### src/hdl/acs_pkg.sv
// Package: shared types, opcodes and constants for the accumulator step block.
package acs_pkg;
  localparam int MemDepth  = 128;
  localparam int DataWidth = 32;
  localparam int AddrWidth = $clog2(MemDepth);

  typedef logic [AddrWidth-1:0] addr_t;
  typedef logic [DataWidth-1:0] data_t;

  typedef enum logic [1:0] {
    OPN_WRITE = 2'd0, OPN_RESTART = 2'd1, OPN_EXEC = 2'd2, OPN_NONE = 2'd3
  } operation_t;

  typedef enum logic [3:0] {
    OP_LA = 4'd0, OP_SA = 4'd1, OP_ADD = 4'd2, OP_MUL = 4'd3, OP_DIV = 4'd4,
    OP_SUB = 4'd5, OP_JMP = 4'd6, OP_JEQ = 4'd7, OP_JGT = 4'd8, OP_JLT = 4'd9,
    OP_PW = 4'd10, OP_RW = 4'd11, OP_HLT = 4'd12, OP_NOP13 = 4'd13,
    OP_NOP14 = 4'd14, OP_NOP15 = 4'd15
  } opcode_t;

  typedef enum logic [1:0] {
    FAULT_NONE = 2'd0, FAULT_ADDR = 2'd1, FAULT_DIV0 = 2'd2
  } fault_t;

  typedef enum logic [2:0] {
    ST_IDLE, ST_FETCH, ST_OPER, ST_EXEC, ST_DIV, ST_DONE
  } state_t;

  typedef struct packed {
    logic [1:0]  operation;
    logic [6:0]  word_address;
    logic [3:0]  word_opcode;
    logic [31:0] word_operand;
    logic [31:0] keyboard_value;
  } in_item_t;

  typedef struct packed {
    logic [6:0]  pc_after;
    logic [31:0] acc_after;
    logic [3:0]  executed_opcode;
    logic        print_valid;
    logic [6:0]  print_address;
    logic [31:0] print_value;
    logic        input_taken;
    logic        halted;
    logic [1:0]  fault_code;
  } out_item_t;

  // controller -> datapath
  typedef struct packed {
    logic capture;
    logic fetch;
    logic oper;
    logic exec;
    logic div_step;
  } cmd_t;

  // datapath -> controller
  typedef struct packed {
    logic is_exec;
    logic need_div;
    logic div_last;
  } status_t;
endpackage

### src/hdl/acs_ctrl.sv
// Controller: sequences the fetch, operand read, execute and division steps.
module acs_ctrl (
  input  logic              clk,
  input  logic              rst,
  input  logic              in_valid,
  output logic              in_ready,
  output logic              out_valid,
  input  logic              out_ready,
  input  acs_pkg::status_t  status,
  output acs_pkg::cmd_t     cmd
);
  import acs_pkg::*;
  state_t state, state_next;

  always_ff @(posedge clk) begin
    if (rst) state <= ST_IDLE;
    else state <= state_next;
  end

  always_comb begin
    state_next = state;
    case (state)
      ST_IDLE:  if (in_valid) state_next = status.is_exec ? ST_FETCH : ST_EXEC;
      ST_FETCH: state_next = ST_OPER;
      ST_OPER:  state_next = ST_EXEC;
      ST_EXEC:  state_next = status.need_div ? ST_DIV : ST_DONE;
      ST_DIV:   if (status.div_last) state_next = ST_DONE;
      ST_DONE:  if (out_ready) state_next = ST_IDLE;
      default:  state_next = ST_IDLE;
    endcase
  end

  always_comb begin
    cmd = '0;
    in_ready = 1'b0;
    out_valid = 1'b0;
    case (state)
      ST_IDLE: begin
        in_ready = 1'b1;
        cmd.capture = in_valid;
      end
      ST_FETCH: cmd.fetch = 1'b1;
      ST_OPER:  cmd.oper = 1'b1;
      ST_EXEC:  cmd.exec = 1'b1;
      ST_DIV:   cmd.div_step = 1'b1;
      ST_DONE:  out_valid = 1'b1;
      default: ;
    endcase
  end
endmodule

### config.mk
export PLATFORM = sky130hd
export DESIGN_NAME = acs_ctrl
export DESIGN_NICKNAME = d
export VERILOG_FILES = /design/src/hdl/acs_pkg.sv /design/src/hdl/acs_ctrl.sv
export SDC_FILE = /design/constraint.sdc
export NUM_CORES = 1
export LEC_CHECK = 0
export ABC_AREA = 1
export ABC_CLOCK_PERIOD_IN_PS = 2550
export BUFFER_PORTS_ARGS = -buffer_cell sky130_fd_sc_hd__buf_2
export CORE_AREA = 3 3 40 42
export DETAILED_ROUTE_END_ITERATION = 7
export DIE_AREA = 0 0 43 45
export GPL_TIMING_DRIVEN = 1
export PLACE_DENSITY_LB_ADDON = 0.1
export SLEW_MARGIN = 10
export SYNTH_ARGS = -nofsm -noshare
export SYNTH_HDL_FRONTEND = slang
export SYNTH_SLANG_ARGS = --single-unit
export TNS_END_PERCENT = 100
### constraint.sdc
create_clock -name clk -period 2.55 [get_ports clk]
set_clock_uncertainty 0.2 [all_clocks]
set_input_delay 0.51 -clock clk [delete_from_list [all_inputs] [get_ports clk]]
set_output_delay 0.51 -clock clk [all_outputs]
set_load 0.02 [all_outputs]
* Word-level counts from Yosys, hierarchy flattened
Cells that the tools add are included.
** Cells by class
- Bitwise gates (word level) :: 0
- Reductions and logical operators :: 2
- Divide/modulo/power cells :: 0
- Equality and inequality tests :: 8
- Order comparisons :: 0
- Shift-type cells :: 0
- Multipliers :: 0
- Mux-type cells :: 13
- $add $sub $neg :: 0
** Operators by type and width (number)
- $pmux 3 s6 :: 1
- $mux 3 :: 3
- $mux 1 :: 8
- $eq 3x2->1 const B :: 2
- $eq 3x3->1 const B :: 2
- $ne 2x2->1 const B :: 3
- $eq 3x1->1 const B :: 1
- $logic_not 3->1 :: 1
- $reduce_and 3->1 :: 1
- $mux 2 :: 1
** Storage, ports and cells
- Register bits after elaboration :: 3
- Latch bits :: 0
- Bits in writable memories :: 0
- Input port bits :: 7
- Bits in read-only memories :: 0
- Output and inout bits :: 7
- Memories :: 0
- Logic and storage cells :: 24

* Depth between registers and ports, before layout
Gate-level depths: netlist of the first run.
- Depth after elaboration :: 3
- Mapped depth :: 7
- Mapped depth without buffers :: 7

* Worst setup path before layout of the first run
OpenSTA, ideal clock, no wires.
- Path kind :: register to output
- Start point :: register state[1]
- End point :: output cmd[4] in the netlist's numbering
- Buffers on the path :: 0
- Arrival :: 1044 ps
- Cell stages (with the launch flop) :: 4
- Required time :: 1840 ps
- Slack :: 796 ps
- Cell sequence :: dfxtp_1 nor2_2 inv_1 nor3_1
** RTL lines
- from (decl) :: line acs_ctrl.sv:13 : state_t state, state_next;
- from (signal assigned) :: line acs_ctrl.sv:17 : else state <= state_next;
- to (decl) :: line acs_ctrl.sv:10 : output acs_pkg::cmd_t cmd

==> results of run 1 <==
cells in the final DEF, fill, tap and decap left out:
master,n
buf_2,13
inv_1,11
nand2_1,9
nand3_1,4
nor3_1,3
clkbuf_4,3
dfxtp_1,3
inv_2,2
nor2_1,2
nor2_2,1
nand3_2,1
a31oi_1,1
o21bai_1,1
o211ai_1,1
nor3_2,1
clkbuf_1,1
stage by stage:
step | cell area [µm²] | cells | util | total power [µW]
2_1_floorplan | 240 | 41 | - | 136
3_3_place_gp | 317 | 68 | 0.246 | 167
3_5_place_dp | 317 | 68 | 0.246 | 165
4_1_cts | 343 | 72 | 0.267 | 252
5_1_grt | 343 | 72 | 0.267 | 264
6_report | 343 | 72 | 0.267 | 246
cell families after synthesis:
| logic type | after synthesis |
|---|---|
| flops | 3 |
| buf+inv | 14 |
| simple gates | 21 |
| compound gates | 3 |
cells in the mapped netlist:
cell type  instances  share of area
nor2_1             2          0.031
o211ai_1           1          0.031
dfxtp_1            3           0.25
buf_4              1          0.031
nand3_2            1          0.042
nor3_2             1          0.042
inv_2              2          0.031
nand3_1            4          0.083
a31oi_1            1          0.026
nand2_1            9           0.14
o21bai_1           1          0.031
nor2_2             1          0.026
nor3_1             3          0.062
inv_1             11           0.17
power by group through the flow:
stage / logic, µW / registers [µW] / clock network (µW)
final: 94.3 / 68.6 / 83.0
after global placement: 96.4 / 70.3 / 0
after floorplan: 71.3 / 64.3 / 0
after detailed placement: 95.1 / 69.6 / 0
after CTS: 96.2 / 68.9 / 86.5
after global routing: 106 / 70.6 / 87.4
cell type report:
class                           count  area [µm²]
Fill cell                         150         942
Multi-Input combinational cell     24         124
Timing Repair Buffer               13        65.1
Sequential cell                     3        60.1
Inverter                           13        48.8
Clock buffer                        4        26.3
Tap cell                           15        18.8
routing by layer:
layer | track usage | vias up | part of all wire
li1 | - | 156 | -
met1 | 0.0771 | 112 | 0.44
met2 | 0.120 | 11 | 0.49
met3 | 0.0159 | 0 | 0.065
met4 | 0.0723 | 0 | 0
met5 | 0 | - | 0
how the worst min path moves through the flow:
stage	from	endpoint	slack, ps	cells past startpoint
after detailed placement	state[1]$_SDFFE_PP0P_	state[2]$_SDFFE_PP0P_	420	2
after CTS	rst	state[1]$_SDFFE_PP0P_	270	2
after global routing	rst	state[2]$_SDFFE_PP0P_	280	2
after global placement	state[1]$_SDFFE_PP0P_	state[2]$_SDFFE_PP0P_	440	2
after floorplan	state[0]$_SDFFE_PP0P_	state[2]$_SDFFE_PP0P_	360	2
final	rst	state[1]$_SDFFE_PP0P_	280	2
worst max-delay path, stage by stage, from the launching register on:
cell,delay (ps)
dfxtp_1,360
nor2_2,210
inv_1,80
nor3_1,120
buf_2,190
==> impl_results.md, run 1 <==
- Sequential Power Share: 0.279
- Sink Count: 3
- Crit Path Max Fanout: 6
- Leak: 0.000220 µW
- Pint: 148 µW
- Drt first pass iters: 1
- Die area: 1940 µm²
- Tightest Hold Check Type: input pin to flop
- Reg2reg end: state[0]$_SDFFE_PP0P_
- Mapped Nets: 48
- Std cell rows: 13
- Setup Viol. Count Final: 0
- Antenna violations before repair: 0
- Outcome: finished, final reports clean
- Warnings, synthesis: 0
- Post-CTS Setup Bufs: 0
- Post-cts hold buffer count: 0
- Die H: 45 µm
- Kind of critical path: flop to output pin
- Antenna fix cells: 0
- Xor-xnor portion of the synthesized cell area: 0
- Mux contribution to synthesized area: 0
- Core area: 1280 µm²
- Seq/Total Area, Yosys: 0.250
- Iter 0 DRT Violations: 0
- Fin Setup TNS: 0 ps
- Max Transition Viols Final: 0
- Final worst setup slack: 653 ps
- RSZ-0062 raised after global routing: no
- Clock transition at path regs: 40 ps
- Dpl hpwl: 500 µm
- Worst setup SP type: flop
- Clock power frac: 0.338
- Synth Area in Compound Gates: 0.0885
- Sw Pwr: 98.3 µW
- Critical path data arrival time: 1190 ps
- Pin count of the biggest net entering global routing: 10
- Fin Hold WS: 279 ps
- Wire length of the first global-routing pass: 1.04 mm
- R2r startpoint: state[2]$_SDFFE_PP0P_
- Clk buf depth: 2
- I/O Pins: 14
- Biggest regs: state x3
- Max reg flops: 3
- Starting Density: 0.187
- Post-Syn Area: 240 µm²
- Max_slew headroom: 0.803
- CTS tree: done
- Max Freq: 0.527 GHz
- I/O Buffers: 13
- GP Congestion: 0.662
- Flop-to-flop setup slack: 1270 ps
- Total GRT Usage: 0.0733
- Simple-Gate Fraction of Synth Area: 0.427
- Final hold vios: 0
- Routed len/inst: 8.31 µm
- Slew @ Worst Pin: 295 ps
- H-Tree Level Count: 1
- Tcrit/Tclk final: 0.744
- Reg with most FFs: state
- Crit. Startpoint: state[1]$_SDFFE_PP0P_
- Post-synth cell types: 14
- Syn avg cell area: 5.86 µm²
- Share of cells above drive strength 1: 0.368
- Largest family of logic cells by synthesized area: simple AND/OR/NAND/NOR gates
- Peak VDD IR: 0.173 mV
- Synth Register Bits: 3
- Combinational power share: 0.383
- Mapped Cells: 41
- Final nets: 65
- Number of global-route vias before repair: 277
- DRC Markers: 0
- DR vias/cell: 3.88
- Chip width: 43 µm
- Clk root buf: clkbuf_4
- Vias: 279
- Final Critical Period: 1900 ps
- Worst Path Required: 1840 ps
- CP endpoint kind: output pin
- Post-cts sizing count: 0
- Worst setup endpoint: cmd[4]
- Post-synthesis adder-cell area fraction: 0
- Pre-CTS WS: 880 ps
- Sw frac: 0.400
- Worst-Skew Late Latency: 230 ps
- GRT Residual Overflow: 0
- DRT Wirelength: 598 µm
- Num CTS Buffers: 3
- Routed Antenna Nets: 0
- Syn-to-layout area delta: 42.7%
- Cells on worst reg2reg path: 6
- Pwr/cell area: 717 nW/µm²
- Max_cap viols: 0
Power figures use the tool's default switching activity.
==> run 2: changes to the inputs <==
--- a/config.mk
+++ b/config.mk
@@ -6,7 +6,7 @@
 export NUM_CORES = 1
 export LEC_CHECK = 0
 export ABC_AREA = 1
-export ABC_CLOCK_PERIOD_IN_PS = 2550
+export ABC_CLOCK_PERIOD_IN_PS = 1680
 export BUFFER_PORTS_ARGS = -buffer_cell sky130_fd_sc_hd__buf_2
 export CORE_AREA = 3 3 40 42
 export DETAILED_ROUTE_END_ITERATION = 7
==> constraint.sdc (replaced) <==
create_clock -name clk -period 1.68 [get_ports clk]
set_clock_uncertainty 0.2 [all_clocks]
set_input_delay 0.336 -clock clk [delete_from_list [all_inputs] [get_ports clk]]
set_output_delay 0.336 -clock clk [all_outputs]
set_load 0.02 [all_outputs]
==> run 2 against run 1 <==
  * Via count increased by 2.5%
  * Combinational power increased by 66%
  * Cell count grew 1.4%
  * Sequential share of layout area about the same
  * Core utilization up 1.7 points
  * Routed wire length grew 3.5%
==> impl_results.md, run 2 (same netlist as run 1, synthesis figures left out) <==
- Biggest regs: state x3
- Max Transition Viols Final: 0 (unchanged)
- Max_slew headroom: 0.862 (+0.0591)
- Hold Path End: state[1]$_SDFFE_PP0P_
- Antenna violations before repair: 0 (unchanged)
- Post-cts hold buffer count: 0 (unchanged)
- Worst Path Required: 1140 ps (-700 ps)
- Iter 0 DRT Violations: 2 (+2)
- Number of global-route vias before repair: 275 (-0.72%)
- Die area: 1940 µm² (unchanged)
- Dpl hpwl: 495 µm (-1.0%)
- GP Congestion: 0.701 (+5.9%)
- Slew @ Worst Pin: 205 ps (-89.1 ps)
- Final instance area: 364 µm² (+6.2%)
- I/O Pins: 14 (unchanged)
- Critical path data arrival time: 1090 ps (-100 ps)
- Total GRT Usage: 0.0741 (+0.000833)
- Sink Count: 3 (unchanged)
- H-Tree Level Count: 1 (unchanged)
- Outcome: finished, final reports clean
- Final hold vios: 0 (unchanged)
- Top Metal Used: met4
- Cells on worst reg2reg path: 7 (+1)
- CTS tree: done
- Max_cap viols: 0 (unchanged)
- Routed len/inst: 8.48 µm (+2.1%)
- DR vias/cell: 3.92 (+1.1%)
- Clk buf depth: 2 (unchanged)
- Hold Crit Start: rst
- Final nets: 66 (+1.5%)
- Kind of critical path: flop to output pin
- Share of cells above drive strength 1: 0.448 (+0.0799)
- Die H: 45 µm (unchanged)
- Drt first pass iters: 3 (+2)
- Core area: 1280 µm² (unchanged)
- Reg2reg end: state[0]$_SDFFE_PP0P_
- Chip width: 43 µm (unchanged)
- Leak: 0.000229 µW (+4.0%)
- Peak VDD IR: 0.302 mV (+75%)
- Syn-to-layout area delta: 51.6%
- Wire length of the first global-routing pass: 1.04 mm (+0.58%)
- Routed Antenna Nets: 0 (unchanged)
- Tot Pwr: 396 µW (+61%)
- Metal-1 WL: 253 µm (-4.9%)
- Worst setup SP type: flop
- DP Area: 317 µm² (unchanged)
- Std cell rows: 13 (unchanged)
- Antenna fix cells: 0 (unchanged)
- Routed wl met3: 50 µm (+28%)
- Vias: 286 (+2.5%)
- Flop-to-flop setup slack: 430 ps (-840 ps)
- R2r startpoint: state[0]$_SDFFE_PP0P_
- Starting Density: 0.187 (unchanged)
- GRT Residual Overflow: 0 (unchanged)
- Commonest non-fill, non-tap cell in the layout: buf_2
- Clk root buf: clkbuf_4
- DRC Markers: 0 (unchanged)
- Hold path cells: 2 (unchanged)
- Final Critical Period: 1620 ps
- Worst-Skew Late Latency: 240 ps (about the same)
- CP endpoint kind: output pin
- Setup Viol. Count Final: 0 (unchanged)
- DRT Wirelength: 619 µm (+3.5%)
- I/O Buffers: 13 (unchanged)
- Crit Path Max Fanout: 6 (unchanged)
- Tightest Hold Check Type: input pin to flop
- Clock transition at path regs: 40 ps (about the same)
- Reg with most FFs: state
- Tcrit/Tclk final: 0.966
- Num CTS Buffers: 3 (unchanged)
- WL met2: 299 µm (+2.4%)
- Max reg flops: 3 (unchanged)
- Max Freq: 0.616 GHz
- Pwr/cell area: 1090 nW/µm² (+52%)
- Pin count of the biggest net entering global routing: 10 (unchanged)
- Commonest non-fill, non-tap cells in the layout: buf_2, inv_1, nand2_1
- Fill cells: 164 (+9.3%)
[run 2: area by class of cell]
type                            instances  area (µm²)  area share
Inverter                               13        48.8       0.134
Timing Repair Buffer                   14        72.6       0.199
Tap cell                               15        18.8      0.0515
Multi-Input combinational cell         24         134       0.368
Clock buffer                            4        26.3      0.0722
Sequential cell                         3        63.8       0.175
[run 2: where the power goes]
| part | leakage, µW | total [µW] | internal, µW | switching (µW) |
|---|---|---|---|---|
| sequential | 0.0000258 | 111 | 85.8 | 24.9 |
| clock | 0.0000150 | 128 | 89.1 | 38.8 |
| combinational | 0.000188 | 157 | 63.1 | 94.2 |
| total | 0.000229 | 396 | 238 | 158 |
[run 2: per-layer routing]
metal / track usage / vias to the layer above
li1: - / 156
met5: 0 / -
met3: 0.0199 / 2
met1: 0.0771 / 115
met4: 0.0723 / 0
met2: 0.120 / 13
[run 2: how the worst max path moves through the flow]
stage	endpoint	start	slack (ps)
6_report	cmd[4]	state[0]$_SDFFE_PP0P_	60
5_1_grt	cmd[4]	state[0]$_SDFFE_PP0P_	-5
4_1_cts	cmd[4]	state[1]$_SDFFE_PP0P_	-20
3_5_place_dp	cmd[4]	state[1]$_SDFFE_PP0P_	210
3_3_place_gp	cmd[4]	state[0]$_SDFFE_PP0P_	200
2_1_floorplan	cmd[4]	state[1]$_SDFFE_PP0P_	100
[run 2: what timing repair did]
item / CTS / global route
endpoints found under the hold margin: 0 / 0
setup buffers: 0 / 1
pin swaps: 0 / 1
setup endpoints to repair: 2 / 3
gates resized for setup: 2 / 3
[run 2: worst max-delay path, cell delays in order, from the launching register on]
cell,delay [ps]
dfxtp_2,350
nor2_4,160
inv_1,80
nor3_2,90
buf_2,180
[run 2: stage by stage]
step	hold slack (ps)	util	cells	setup TNS, ps	worst slack, ps
4_1_cts	91.9	0.272	72	-18.0	-18.0
3_5_place_dp	347	0.246	68	0	212
6_report	93.7	0.283	73	0	57.0
5_1_grt	97.8	0.283	73	-5.44	-5.44
3_3_place_gp	344	0.246	68	0	202
2_1_floorplan	205	-	41	0	99.7
